File: src/rtl/core/hrsp_pkg.sv
// Package for the HTTP request stream parser: phase codes, byte classes, key text, result type.
`timescale 1ns / 1ps
`default_nettype none
package hrsp_pkg;

    localparam int LENGTH_BITS_DEF = 32;
    localparam int BODY_LEN_W      = 32;
    localparam int KEY_IDX_W       = 4;
    localparam logic [KEY_IDX_W-1:0] KEY_LEN = 4'd14;

    localparam logic [7:0] CH_SP    = 8'h20;
    localparam logic [7:0] CH_CR    = 8'h0D;
    localparam logic [7:0] CH_LF    = 8'h0A;
    localparam logic [7:0] CH_COLON = 8'h3A;
    localparam logic [7:0] CH_ZERO  = 8'h30;
    localparam logic [7:0] CH_NINE  = 8'h39;

    localparam logic [2:0] CLS_SKIP    = 3'd0;
    localparam logic [2:0] CLS_METHOD  = 3'd1;
    localparam logic [2:0] CLS_URI     = 3'd2;
    localparam logic [2:0] CLS_VERSION = 3'd3;
    localparam logic [2:0] CLS_KEY     = 3'd4;
    localparam logic [2:0] CLS_VALUE   = 3'd5;
    localparam logic [2:0] CLS_BODY    = 3'd6;

    typedef enum logic [9:0] {
        PH_METHOD     = 10'b00_0000_0001,
        PH_URI        = 10'b00_0000_0010,
        PH_VERSION    = 10'b00_0000_0100,
        PH_REQ_LF     = 10'b00_0000_1000,
        PH_LINE       = 10'b00_0001_0000,
        PH_LINE_LF    = 10'b00_0010_0000,
        PH_LINE_START = 10'b00_0100_0000,
        PH_BLANK_LF   = 10'b00_1000_0000,
        PH_BODY       = 10'b01_0000_0000,
        PH_ERROR      = 10'b10_0000_0000
    } phase_t;

    typedef struct packed {
        logic [7:0]            out_byte;
        logic [2:0]            byte_class;
        logic                  field_end;
        logic                  header_end;
        logic                  request_end;
        logic                  parse_error;
        logic                  has_length;
        logic [BODY_LEN_W-1:0] body_length;
    } result_t;

    // "Content-Length", one character per index
    function automatic logic [7:0] key_char(input logic [KEY_IDX_W-1:0] idx);
        logic [7:0] ch;
        case (idx)
            4'd0:    ch = 8'h43; // C
            4'd1:    ch = 8'h6F; // o
            4'd2:    ch = 8'h6E; // n
            4'd3:    ch = 8'h74; // t
            4'd4:    ch = 8'h65; // e
            4'd5:    ch = 8'h6E; // n
            4'd6:    ch = 8'h74; // t
            4'd7:    ch = 8'h2D; // -
            4'd8:    ch = 8'h4C; // L
            4'd9:    ch = 8'h65; // e
            4'd10:   ch = 8'h6E; // n
            4'd11:   ch = 8'h67; // g
            4'd12:   ch = 8'h74; // t
            4'd13:   ch = 8'h68; // h
            default: ch = 8'h00;
        endcase
        return ch;
    endfunction

endpackage
`default_nettype wire

File: src/rtl/core/hrsp_core.sv
// Parser state and the per-byte step logic of the HTTP request stream parser.
`timescale 1ns / 1ps
`default_nettype none
module hrsp_core #(
    parameter int LENGTH_BITS = hrsp_pkg::LENGTH_BITS_DEF
) (
    input  wire logic              aclk,
    input  wire logic              aresetn,
    input  wire logic              step_en,
    input  wire logic              cmd,
    input  wire logic [7:0]        in_byte,
    output hrsp_pkg::result_t      res
);

    localparam int PW = LENGTH_BITS + 4;
    localparam logic [LENGTH_BITS-1:0] LEN_MAX = {LENGTH_BITS{1'b1}};

    hrsp_pkg::phase_t                   phase_reg, phase_next;
    logic [hrsp_pkg::KEY_IDX_W-1:0]     key_idx_reg, key_idx_next;
    logic                               key_mis_reg, key_mis_next;
    logic                               in_value_reg, in_value_next;
    logic                               skip_reg, skip_next;
    logic                               found_reg, found_next;
    logic                               digits_done_reg, digits_done_next;
    logic                               digit_seen_reg, digit_seen_next;
    logic [LENGTH_BITS-1:0]             accum_reg, accum_next;
    logic [LENGTH_BITS-1:0]             remain_reg, remain_next;

    logic       line_en;
    logic [2:0] cls;
    logic       fend, hend, rend;
    logic [3:0] digit;
    logic [PW-1:0] scaled;
    logic [63:0]   accum_wide;

    assign digit  = 4'(in_byte - hrsp_pkg::CH_ZERO);
    assign scaled = (PW'(accum_reg) << 3) + (PW'(accum_reg) << 1) + PW'(digit);

    always_comb begin
        phase_next       = phase_reg;
        key_idx_next     = key_idx_reg;
        key_mis_next     = key_mis_reg;
        in_value_next    = in_value_reg;
        skip_next        = skip_reg;
        found_next       = found_reg;
        digits_done_next = digits_done_reg;
        digit_seen_next  = digit_seen_reg;
        accum_next       = accum_reg;
        remain_next      = remain_reg;
        line_en          = 1'b0;
        cls              = hrsp_pkg::CLS_SKIP;
        fend             = 1'b0;
        hend             = 1'b0;
        rend             = 1'b0;
        accum_wide       = '0;
        res              = '0;

        case (phase_reg)
            hrsp_pkg::PH_METHOD: begin
                if (in_byte == hrsp_pkg::CH_SP) begin
                    fend       = 1'b1;
                    phase_next = hrsp_pkg::PH_URI;
                end else begin
                    cls = hrsp_pkg::CLS_METHOD;
                end
            end
            hrsp_pkg::PH_URI: begin
                if (in_byte == hrsp_pkg::CH_SP) begin
                    fend       = 1'b1;
                    phase_next = hrsp_pkg::PH_VERSION;
                end else begin
                    cls = hrsp_pkg::CLS_URI;
                end
            end
            hrsp_pkg::PH_VERSION: begin
                if (in_byte == hrsp_pkg::CH_CR) begin
                    fend       = 1'b1;
                    phase_next = hrsp_pkg::PH_REQ_LF;
                end else begin
                    cls = hrsp_pkg::CLS_VERSION;
                end
            end
            hrsp_pkg::PH_REQ_LF, hrsp_pkg::PH_LINE_LF: begin
                if (in_byte == hrsp_pkg::CH_LF) begin
                    key_idx_next  = '0;
                    key_mis_next  = 1'b0;
                    in_value_next = 1'b0;
                    skip_next     = 1'b0;
                    phase_next    = hrsp_pkg::PH_LINE_START;
                end else begin
                    phase_next = hrsp_pkg::PH_ERROR;
                end
            end
            hrsp_pkg::PH_LINE_START: begin
                // CR at line start opens the blank line, also with no header lines
                if (in_byte == hrsp_pkg::CH_CR) begin
                    phase_next = hrsp_pkg::PH_BLANK_LF;
                end else begin
                    phase_next = hrsp_pkg::PH_LINE;
                    line_en    = 1'b1;
                end
            end
            hrsp_pkg::PH_LINE: begin
                if (in_byte == hrsp_pkg::CH_CR) begin
                    fend       = 1'b1;
                    phase_next = hrsp_pkg::PH_LINE_LF;
                end else begin
                    line_en = 1'b1;
                end
            end
            hrsp_pkg::PH_BLANK_LF: begin
                if (in_byte != hrsp_pkg::CH_LF) begin
                    phase_next = hrsp_pkg::PH_ERROR;
                end else begin
                    hend = 1'b1;
                    if (found_reg && !digit_seen_reg) begin
                        phase_next = hrsp_pkg::PH_ERROR;
                    end else if (found_reg && accum_reg != '0) begin
                        remain_next = accum_reg;
                        phase_next  = hrsp_pkg::PH_BODY;
                    end else begin
                        rend = 1'b1;
                    end
                end
            end
            hrsp_pkg::PH_BODY: begin
                cls         = hrsp_pkg::CLS_BODY;
                remain_next = remain_reg - 1'b1;
                if (remain_next == '0) begin
                    rend = 1'b1;
                end
            end
            default: begin
                phase_next = hrsp_pkg::PH_ERROR;
            end
        endcase

        // header line byte other than CR
        if (line_en) begin
            if (!in_value_reg) begin
                if (in_byte == hrsp_pkg::CH_COLON) begin
                    in_value_next = 1'b1;
                    skip_next     = 1'b1;
                    if (!key_mis_reg && key_idx_reg == hrsp_pkg::KEY_LEN && !found_reg) begin
                        found_next = 1'b1;
                    end else begin
                        key_mis_next = 1'b1;
                    end
                end else begin
                    cls = hrsp_pkg::CLS_KEY;
                    if (!key_mis_reg && key_idx_reg < hrsp_pkg::KEY_LEN &&
                        in_byte == hrsp_pkg::key_char(key_idx_reg)) begin
                        key_idx_next = key_idx_reg + 1'b1;
                    end else begin
                        key_mis_next = 1'b1;
                    end
                end
            end else if (skip_reg) begin
                skip_next = 1'b0;
            end else begin
                cls = hrsp_pkg::CLS_VALUE;
                if (!key_mis_reg && !digits_done_reg) begin
                    if (in_byte inside {[hrsp_pkg::CH_ZERO:hrsp_pkg::CH_NINE]}) begin
                        if (scaled > PW'(LEN_MAX)) begin
                            accum_next = LEN_MAX;
                        end else begin
                            accum_next = scaled[LENGTH_BITS-1:0];
                        end
                        digit_seen_next = 1'b1;
                    end else begin
                        digits_done_next = 1'b1;
                    end
                end
            end
        end

        accum_wide = 64'(accum_next);
        if (!cmd) begin
            res.out_byte    = in_byte;
            res.byte_class  = cls;
            res.field_end   = fend;
            res.header_end  = hend;
            res.request_end = rend;
            res.parse_error = (phase_next == hrsp_pkg::PH_ERROR);
            res.has_length  = found_next;
            res.body_length = (|accum_wide[63:32]) ? '1 : accum_wide[31:0];
        end

        if (cmd || rend) begin
            phase_next       = hrsp_pkg::PH_METHOD;
            key_idx_next     = '0;
            key_mis_next     = 1'b0;
            in_value_next    = 1'b0;
            skip_next        = 1'b0;
            found_next       = 1'b0;
            digits_done_next = 1'b0;
            digit_seen_next  = 1'b0;
            accum_next       = '0;
            remain_next      = '0;
        end
    end

    always_ff @(posedge aclk) begin
        if (!aresetn) begin
            phase_reg       <= hrsp_pkg::PH_METHOD;
            key_idx_reg     <= '0;
            key_mis_reg     <= 1'b0;
            in_value_reg    <= 1'b0;
            skip_reg        <= 1'b0;
            found_reg       <= 1'b0;
            digits_done_reg <= 1'b0;
            digit_seen_reg  <= 1'b0;
            accum_reg       <= '0;
            remain_reg      <= '0;
        end else if (step_en) begin
            phase_reg       <= phase_next;
            key_idx_reg     <= key_idx_next;
            key_mis_reg     <= key_mis_next;
            in_value_reg    <= in_value_next;
            skip_reg        <= skip_next;
            found_reg       <= found_next;
            digits_done_reg <= digits_done_next;
            digit_seen_reg  <= digit_seen_next;
            accum_reg       <= accum_next;
            remain_reg      <= remain_next;
        end
    end

`ifndef SYNTHESIS
    a_body_nonzero: assert property (@(posedge aclk) disable iff (!aresetn)
        phase_reg == hrsp_pkg::PH_BODY |-> remain_reg != '0)
        else $error("body phase with no bytes remaining");

    a_key_idx_range: assert property (@(posedge aclk) disable iff (!aresetn)
        key_idx_reg <= hrsp_pkg::KEY_LEN)
        else $error("key match index past key length");

    a_end_restarts: assert property (@(posedge aclk) disable iff (!aresetn)
        step_en && res.request_end |=> phase_reg == hrsp_pkg::PH_METHOD && !found_reg)
        else $error("parser did not restart after request end");

    a_end_no_error: assert property (@(posedge aclk) disable iff (!aresetn)
        step_en && res.request_end |-> !res.parse_error)
        else $error("request end flagged together with error");

    a_body_class: assert property (@(posedge aclk) disable iff (!aresetn)
        step_en && !cmd && phase_reg == hrsp_pkg::PH_BODY |-> res.byte_class == hrsp_pkg::CLS_BODY)
        else $error("body beat not tagged as body");
`endif

endmodule
`default_nettype wire

File: src/rtl/core/http_request_stream_parser_top.sv
// Top level of the HTTP request stream parser: stream ports, input and result registers.
//
// Usage: one request byte per input beat on the s_ channel; s_tuser[0] = 1 is a
// restart command (byte ignored, result beat all zero). Each input beat gives
// exactly one result beat on the m_ channel carrying the byte, its class in
// m_tuser, field/header end flags, the sticky error, and the Content-Length
// seen so far. m_tlast marks the beat that completes a request.
// Path: a beat taken on s_ passes the input register, then the parse step
// into the result register, and is then presented on m_.
// Throughput: one beat per cycle while m_ is not stalled; the parse step is
// combinational on the parser state registers.
// Reset (aresetn low, synchronous): both register stages empty, parser back to
// the method phase with no length seen.
// Stall: when m_tready is low the result beat holds; the input register still
// takes one more beat, then s_tready drops until the result is taken.
`timescale 1ns / 1ps
`default_nettype none
module http_request_stream_parser_top #(
    parameter int LENGTH_BITS = hrsp_pkg::LENGTH_BITS_DEF
) (
    input  wire logic        aclk,
    input  wire logic        aresetn,
    input  wire logic        s_tvalid,
    output logic             s_tready,
    input  wire logic [7:0]  s_tdata,   // [7:0] in_byte
    input  wire logic [0:0]  s_tuser,   // [0] command
    output logic             m_tvalid,
    input  wire logic        m_tready,
    output logic [47:0]      m_tdata,   // [7:0] out_byte, [8] field_end, [9] header_end,
                                        // [10] parse_error, [11] has_length,
                                        // [43:12] body_length, [47:44] zero
    output logic [2:0]       m_tuser,   // [2:0] byte_class
    output logic             m_tlast    // request_end
);

    logic                in_valid_reg, in_valid_next;
    logic                in_cmd_reg;
    logic [7:0]          in_byte_reg;
    logic                out_valid_reg, out_valid_next;
    hrsp_pkg::result_t   out_res_reg;
    hrsp_pkg::result_t   step_res;
    logic                advance;
    logic                s_fire;

    assign advance  = in_valid_reg && (!out_valid_reg || m_tready);
    assign s_tready = !in_valid_reg || advance;
    assign s_fire   = s_tvalid && s_tready;

    always_comb begin
        in_valid_next = in_valid_reg;
        if (s_fire) begin
            in_valid_next = 1'b1;
        end else if (advance) begin
            in_valid_next = 1'b0;
        end
        out_valid_next = out_valid_reg;
        if (advance) begin
            out_valid_next = 1'b1;
        end else if (m_tready) begin
            out_valid_next = 1'b0;
        end
    end

    always_ff @(posedge aclk) begin
        if (!aresetn) begin
            in_valid_reg  <= 1'b0;
            out_valid_reg <= 1'b0;
        end else begin
            in_valid_reg  <= in_valid_next;
            out_valid_reg <= out_valid_next;
        end
    end

    always_ff @(posedge aclk) begin
        if (s_fire) begin
            in_cmd_reg  <= s_tuser[0];
            in_byte_reg <= s_tdata;
        end
        if (advance) begin
            out_res_reg <= step_res;
        end
    end

    hrsp_core #(
        .LENGTH_BITS (LENGTH_BITS)
    ) u_core (
        .aclk    (aclk),
        .aresetn (aresetn),
        .step_en (advance),
        .cmd     (in_cmd_reg),
        .in_byte (in_byte_reg),
        .res     (step_res)
    );

    assign m_tvalid = out_valid_reg;
    assign m_tdata  = {4'b0000,
                       out_res_reg.body_length,
                       out_res_reg.has_length,
                       out_res_reg.parse_error,
                       out_res_reg.header_end,
                       out_res_reg.field_end,
                       out_res_reg.out_byte};
    assign m_tuser  = out_res_reg.byte_class;
    assign m_tlast  = out_res_reg.request_end;

endmodule
`default_nettype wire

File: config.mk
export PLATFORM = sky130hd
export DESIGN_NAME = http_request_stream_parser_top
export DESIGN_NICKNAME = d
export VERILOG_FILES = /design/src/rtl/core/hrsp_pkg.sv /design/src/rtl/core/hrsp_core.sv /design/src/rtl/core/http_request_stream_parser_top.sv
export SDC_FILE = /design/constraint.sdc
export NUM_CORES = 1
export LEC_CHECK = 0
export ABC_CLOCK_PERIOD_IN_PS = 7050
export BUFFER_PORTS_ARGS = -buffer_cell sky130_fd_sc_hd__buf_2
export CORE_ASPECT_RATIO = 0.9
export CORE_MARGIN = 2
export CORE_UTILIZATION = 50
export DETAILED_ROUTE_END_ITERATION = 7
export GPL_TIMING_DRIVEN = 0
export PLACE_DENSITY = 0.69
export SYNTH_ARGS = -nofsm -noshare
export SYNTH_HDL_FRONTEND = slang
export SYNTH_SLANG_ARGS = --single-unit
File: constraint.sdc
create_clock -name aclk -period 7.05 [get_ports aclk]
set_input_delay 1.41 -clock aclk [delete_from_list [all_inputs] [get_ports aclk]]
set_output_delay 1.41 -clock aclk [all_outputs]
set_load 0.01 [all_outputs]
# Word level (Yosys, flattened, before mapping)
# Memories as Yosys holds them, arrays and structs flattened. A register that Yosys moved wholly into a read port is not among the register bits.
# Index checks and enable logic that the tools add are counted.
# totals
regBits	143
mem_bits_ro	112
input_bits	13
out_inout_bits	54
word_cells	187
n_memories	1
# op_classes
addsub	5
magnitude_cmp	4
n_eq_ne	22
muxes	96
n_bitwise	1
reduce_logical	36
# memory_table
memory	depth	width	read_ports	rd_clocked_by_memory_dff	write_ports	line_no	rtl
(no name shown)	16	7	1	1	0	hrsp_pkg.sv:53	case (idx)
# ops
cell	count
2-to-1 mux 32 bit	11
2-to-1 mux 10 bit	9
case mux 10 bit (8 select lines)	1
case mux 32 bit (2 select lines)	1
2-to-1 mux 1 bit	52
adder 35 x 33 -> 36 bit	1
adder 36 x 4 -> 36 bit	1
greater-than comparator 36 x 32 -> 1 bit (second input constant)	1
2-to-1 mux 4 bit	9
zero test 32 bit	1
2-to-1 mux 8 bit	4
nonzero test 32 bit	1
subtractor 32 x 1 -> 32 bit (second input constant)	1
equality test 8 x 4 -> 1 bit (second input constant)	2
equality test 8 x 6 -> 1 bit (second input constant)	2
2-to-1 mux 3 bit	4
case mux 3 bit (4 select lines)	1
AND reduction 6 bit	2
nonzero test 2 bit	6
equality test 10 x 1 -> 1 bit (second input constant)	1
equality test 10 bit (second input constant)	1
equality test 10 x 2 -> 1 bit (second input constant)	1
equality test 10 x 3 -> 1 bit (second input constant)	1
equality test 10 x 4 -> 1 bit (second input constant)	1
25 further kinds	49

# Depth between registers and ports, before layout
# depth
ltp_word	13
mapped_depth	18
ltp_nobuf	16

# Hierarchy
# From an unflattened synthesis, not the netlist that was laid out.
# unflattened
cells_unflattened	1238
area_unflattened_um2	10262.3
# by_module_without_submodules
mod	instances	cells_per_inst	area_each_um2	seq_area_each_um2
hrsp_core	1	1167	8413.1	1821.7
http_request_stream_parser_top	1	71	1849.3	1751.7

# Least setup slack after synthesis
# Ideal clock, no wire load.
# synth_path
kind	flip-flop to flip-flop
start	register in_byte_reg[3]
end	register out_res_reg, in the netlist m_tdata[19], data pin
setup_time_ns	0.270
arrival_ns	4.233
slack_ns	2.547
path_stages_with_launch	16
n_path_buf	2
synth_period_minus_slack_ns	4.503
cell_sequence	edfxtp_1 > fa_1 > fa_1 > a21o_1 > a21oi_1 > o21ai_0 > nand3_1 > a211oi_1 > o41ai_1 > o41ai_1 > xor2_1 > or4_1 > clkbuf_1 > clkbuf_1 > nor2_1 > nor3_1
# synth_between
elab_chain_cells	9
# synth_lines
item	line_no	rtl
start, declared	http_request_stream_parser_top.sv:38	logic [7:0] in_byte_reg;
start signal, assigned	http_request_stream_parser_top.sv:77	in_byte_reg <= s_tdata;
subtractor 4 x 1 -> 4 bit	hrsp_core.sv:36	assign digit = 4'(in_byte - hrsp_pkg::CH_ZERO);
adder 36 x 4 -> 36 bit	hrsp_core.sv:37	assign scaled = (PW'(accum_reg) << 3) + (PW'(accum_reg) << 1) + PW'(digit);
greater-than comparator 36 x 32 -> 1 bit	hrsp_core.sv:164	if (scaled > PW'(LEN_MAX)) begin
2-to-1 mux 32 bit	hrsp_core.sv:164	
2-to-1 mux 32 bit	hrsp_core.sv:163	if (in_byte inside {[hrsp_pkg::CH_ZERO:hrsp_pkg::CH_NINE]}) begin
2-to-1 mux 32 bit	hrsp_core.sv:162	if (!key_mis_reg && !digits_done_reg) begin
2-to-1 mux 32 bit	hrsp_core.sv:158	end else if (skip_reg) begin
2-to-1 mux 32 bit	hrsp_core.sv:140	if (!in_value_reg) begin
2-to-1 mux 32 bit *	hrsp_core.sv:139	if (line_en) begin
end signal, assigned	http_request_stream_parser_top.sv:80	out_res_reg <= step_res;
end, declared	http_request_stream_parser_top.sv:40	hrsp_pkg::result_t out_res_reg;
# Mark *: on every way between the ends. The rest lies on a longest branch, timed or not.
# A chain may end at the register's enable or synchronous reset.

# Worst setup path after layout
# layout_path
start	register in_byte_reg[3]
end	register out_res_reg, in the netlist m_tdata[42], data pin
# The elaborated chain is that of the path after synthesis.

==> results.tsv <==
stage	metric	value	unit
outcome	status	finished clean	
cells_and_area	antenna cells	0	
worst_setup_path	WS Path Type	reg2reg	
cts	clock sinks	150	
cts	maximum root-to-sink buffer count	2	
global_routing	number of global-route vias before repair	8622	
synth	Async S/R FF share, synth	0	%
synth	cell taking the most area after synthesis	dfxtp_1	
floorplan	Chip Height	139	um
global_routing	initial antenna violation count	0	
sta	shortest period the worst path allows	5.78	ns
detailed_routing	DRT iter0 DRCs	974	
cells_and_area	multi-input logic area	6130	sq um
detailed_routing	Avg WL per Cell	18.7	um
cts	CTS tree	done	
synth	top cells by area, synth	dfxtp_1 (18%), edfxtp_1 (17%), ha_1 (9.0%), o21ai_0 (5.1%), nand2_1 (5.0%)	
detailed_routing	post-route ant nets	0	
sta	fmax	0.173	GHz
sta	Tightest Pin Transition	1.17	ns
cts	CTS Buf Count	17	
global_routing	all-layer global routing usage	27.6	%
worst_setup_path	Crit. End Element	flip-flop	
detailed_routing	vias per cell	6.09	
worst_setup_path	Req. time, crit path	7.19	ns
pwr	P_leak	4.78	nW
sta	Slew Viols, Final	0	
worst_setup_path	Worst EP arrival	5.93	ns
synth	Post-synth EDFFs	57	
sta	RSZ-0062 raised after global routing	no	
cts	hold buffers post-CTS	0	
cts	post-CTS setup repair buffer count	0	
min_path	Hold Path Origin	u_core.digits_done_reg$_SDFFE_PN0P_	
pwr	Max IR drop VDD	0.120	mV
synth	Netlist cell types	70	
cells_and_area	nets	1392	
min_path	worst hold path class	reg2reg	
synth	Seq/Total Area, Yosys	35.2	%
synth	Syn Area/Cell	8.34	sq um
run	max_cap viols	0	
sta	clk_skew	0.0146	ns
sta	Min Hold Slack	0.504	ns
placement	HPWL after DPL	21500	um
worst_setup_path	Critical Path Source Type	flip-flop	
pwr	pwr dens	170	nW/um^2
floorplan	num ports	67	
synth	Synth warnings	0	
cells_and_area	FF/Latch Area	3570	sq um
floorplan	Die Wd	154	um
floorplan	starting density of the core	51.0	%
placement	routability cong.	0.970	
detailed_routing	drt pass-1 iters	6	
sta	crit share post-route	82.0	%
cts	Clock Pin Slew Worst Setup and Hold Paths	0.07	ns
sta	setup_tns	0	ns
cts	# H-tree levels	4	
cells_and_area	Area growth, synth to finish	12.4	%
floorplan	Core Box Area	19900	sq um
detailed_routing	via count	9574	
global_routing	grt ovf	0	
synth	synthesized instance count	1218	
detailed_routing	drc violations	0	
cts	Root Buffer	clkbuf_16	
synth	area share of the largest cell type after synthesis	18.3	%
placement	port buffer count	62	
synth	Syn Std Cell Area	10200	sq um
synth	Synth Flop Type	dfxtp_1	
cells_and_area	fillers	1782	
global_routing	global-route wire length before repair	46900	um
cells_and_area	max reg flops	44	
sta	Slew headroom	20.8	%
worst_setup_path	Worst Setup SP	in_byte_reg[3]$_DFFE_PP_	
cts	Clock Latency Late Sink	0.44	ns
worst_setup_path	reg2reg setup slack	1.27	ns
floorplan	row count	49	
synth	Synth Register Bits	150	
floorplan	Die ar.	21500	sq um
global_routing	pin count of the biggest net entering global routing	32	
worst_setup_path	FF-to-FF Start	in_byte_reg[3]$_DFFE_PP_	
cells_and_area	commonest non-fill, non-tap cell in the layout	nand2_1	
worst_setup_path	worst-path maximum fanout	10	
sta	setup violators final	0	
sta	Hold Vio Cnt, Final	0	
cells_and_area	layout cells sized above 1	9.57	%
detailed_routing	Routed WL	29400	um
cells_and_area	most frequent cells in the layout	nand2_1 (134), nor2_1 (108), o21ai_0 (103)	
cts	PostCTS Resize Cnt	0	
[routing by layer]
layer  routed length, um  GRT usage [%]  part of all wire [%]  up-vias
met5                   0              0                     0        -
met4                 581           7.43                   2.0        0
li1                    -              -                     -     4623
met3                2530           6.09                   8.6       46
met1               13900           42.0                    47     4510
met2               12400           39.0                    42      395
[critical path, stage by stage (launching register included)]
cell and delay, ns:
edfxtp_1 0.55, fa_1 0.58, fa_1 0.48, a21o_1 0.17
a21oi_1 0.26, o21ai_0 0.31, nand3_1 0.24, a211oi_1 0.15
o41ai_1 0.74, o41ai_1 0.20, xor2_1 0.18, or4_1 0.51
clkbuf_1 0.30, clkbuf_1 0.41, nor2_1 0.28, nor3_1 0.11
[synth_stat cells, types with 10 or more instances]
library cell    n
nand2b_1       14
and3_1         10
edfxtp_1       57
nand2_1       134
o31ai_1        10
and2_1         15
a21oi_1        51
nor3_1         53
o21ai_0       103
or4_1          11
inv_1          31
clkbuf_1       66
nor4_1         25
a22oi_1        61
nand3_1        21
xnor2_1        31
a21o_1         27
nor2_1        108
dfxtp_1        93
xor2_1         22
ha_1           73
nand4_1        14
nor2b_1        52
[worst paths after layout]
kind / cells past startpoint / endpoint
max: 15 / m_tdata[42]$_SDFFCE_PP0P_
min: 1 / u_core.digits_done_reg$_SDFFE_PN0P_
max reg2reg: 15 / m_tdata[42]$_SDFFCE_PP0P_
min reg2reg: 1 / u_core.digits_done_reg$_SDFFE_PN0P_
[cells by family (layout without fill, tap and decap cells)]
group           after synthesis  count (layout)  synth area share (%)
flops                       150             150                  35.2
other cells                   1               4                0.0369
buf+inv                     111             207                  4.61
compound gates              334             334                  21.7
xor+xnor                     53              53                  4.57
mux                           3               3                 0.296
simple gates                491             491                  24.2
fa+ha+maj                    75              75                  9.39
[power by group]
group          internal (mW)  total, mW  switching (mW)
combinational         0.0288     0.0904          0.0616
clock                  0.501      0.920           0.420
sequential             0.916      0.925         0.00951
[final cells by class]
class / count / share of cell area [%]
buffer: 80 / 3.09
tap: 255 / 2.80
clock inverter: 15 / 1.37
timing repair buffer: 64 / 2.96
clock buffer: 17 / 3.73
multi-input combinational: 960 / 53.7
sequential: 150 / 31.3
inverter: 31 / 1.02
[metrics by stage]
stage	utilization (%)	worst slack, ns	std cells	total power, mW	cell area (sq um)
2_1_floorplan	-	2.55	1221	0.994	10200
3_3_place_gp	54.2	1.41	1538	1.03	10800
3_5_place_dp	54.4	1.38	1540	1.03	10800
4_1_cts	57.3	1.35	1572	1.95	11400
5_1_grt	57.3	1.03	1572	2.00	11400
6_report	57.3	1.27	1572	1.94	11400
Power figures use the tool's default switching activity.
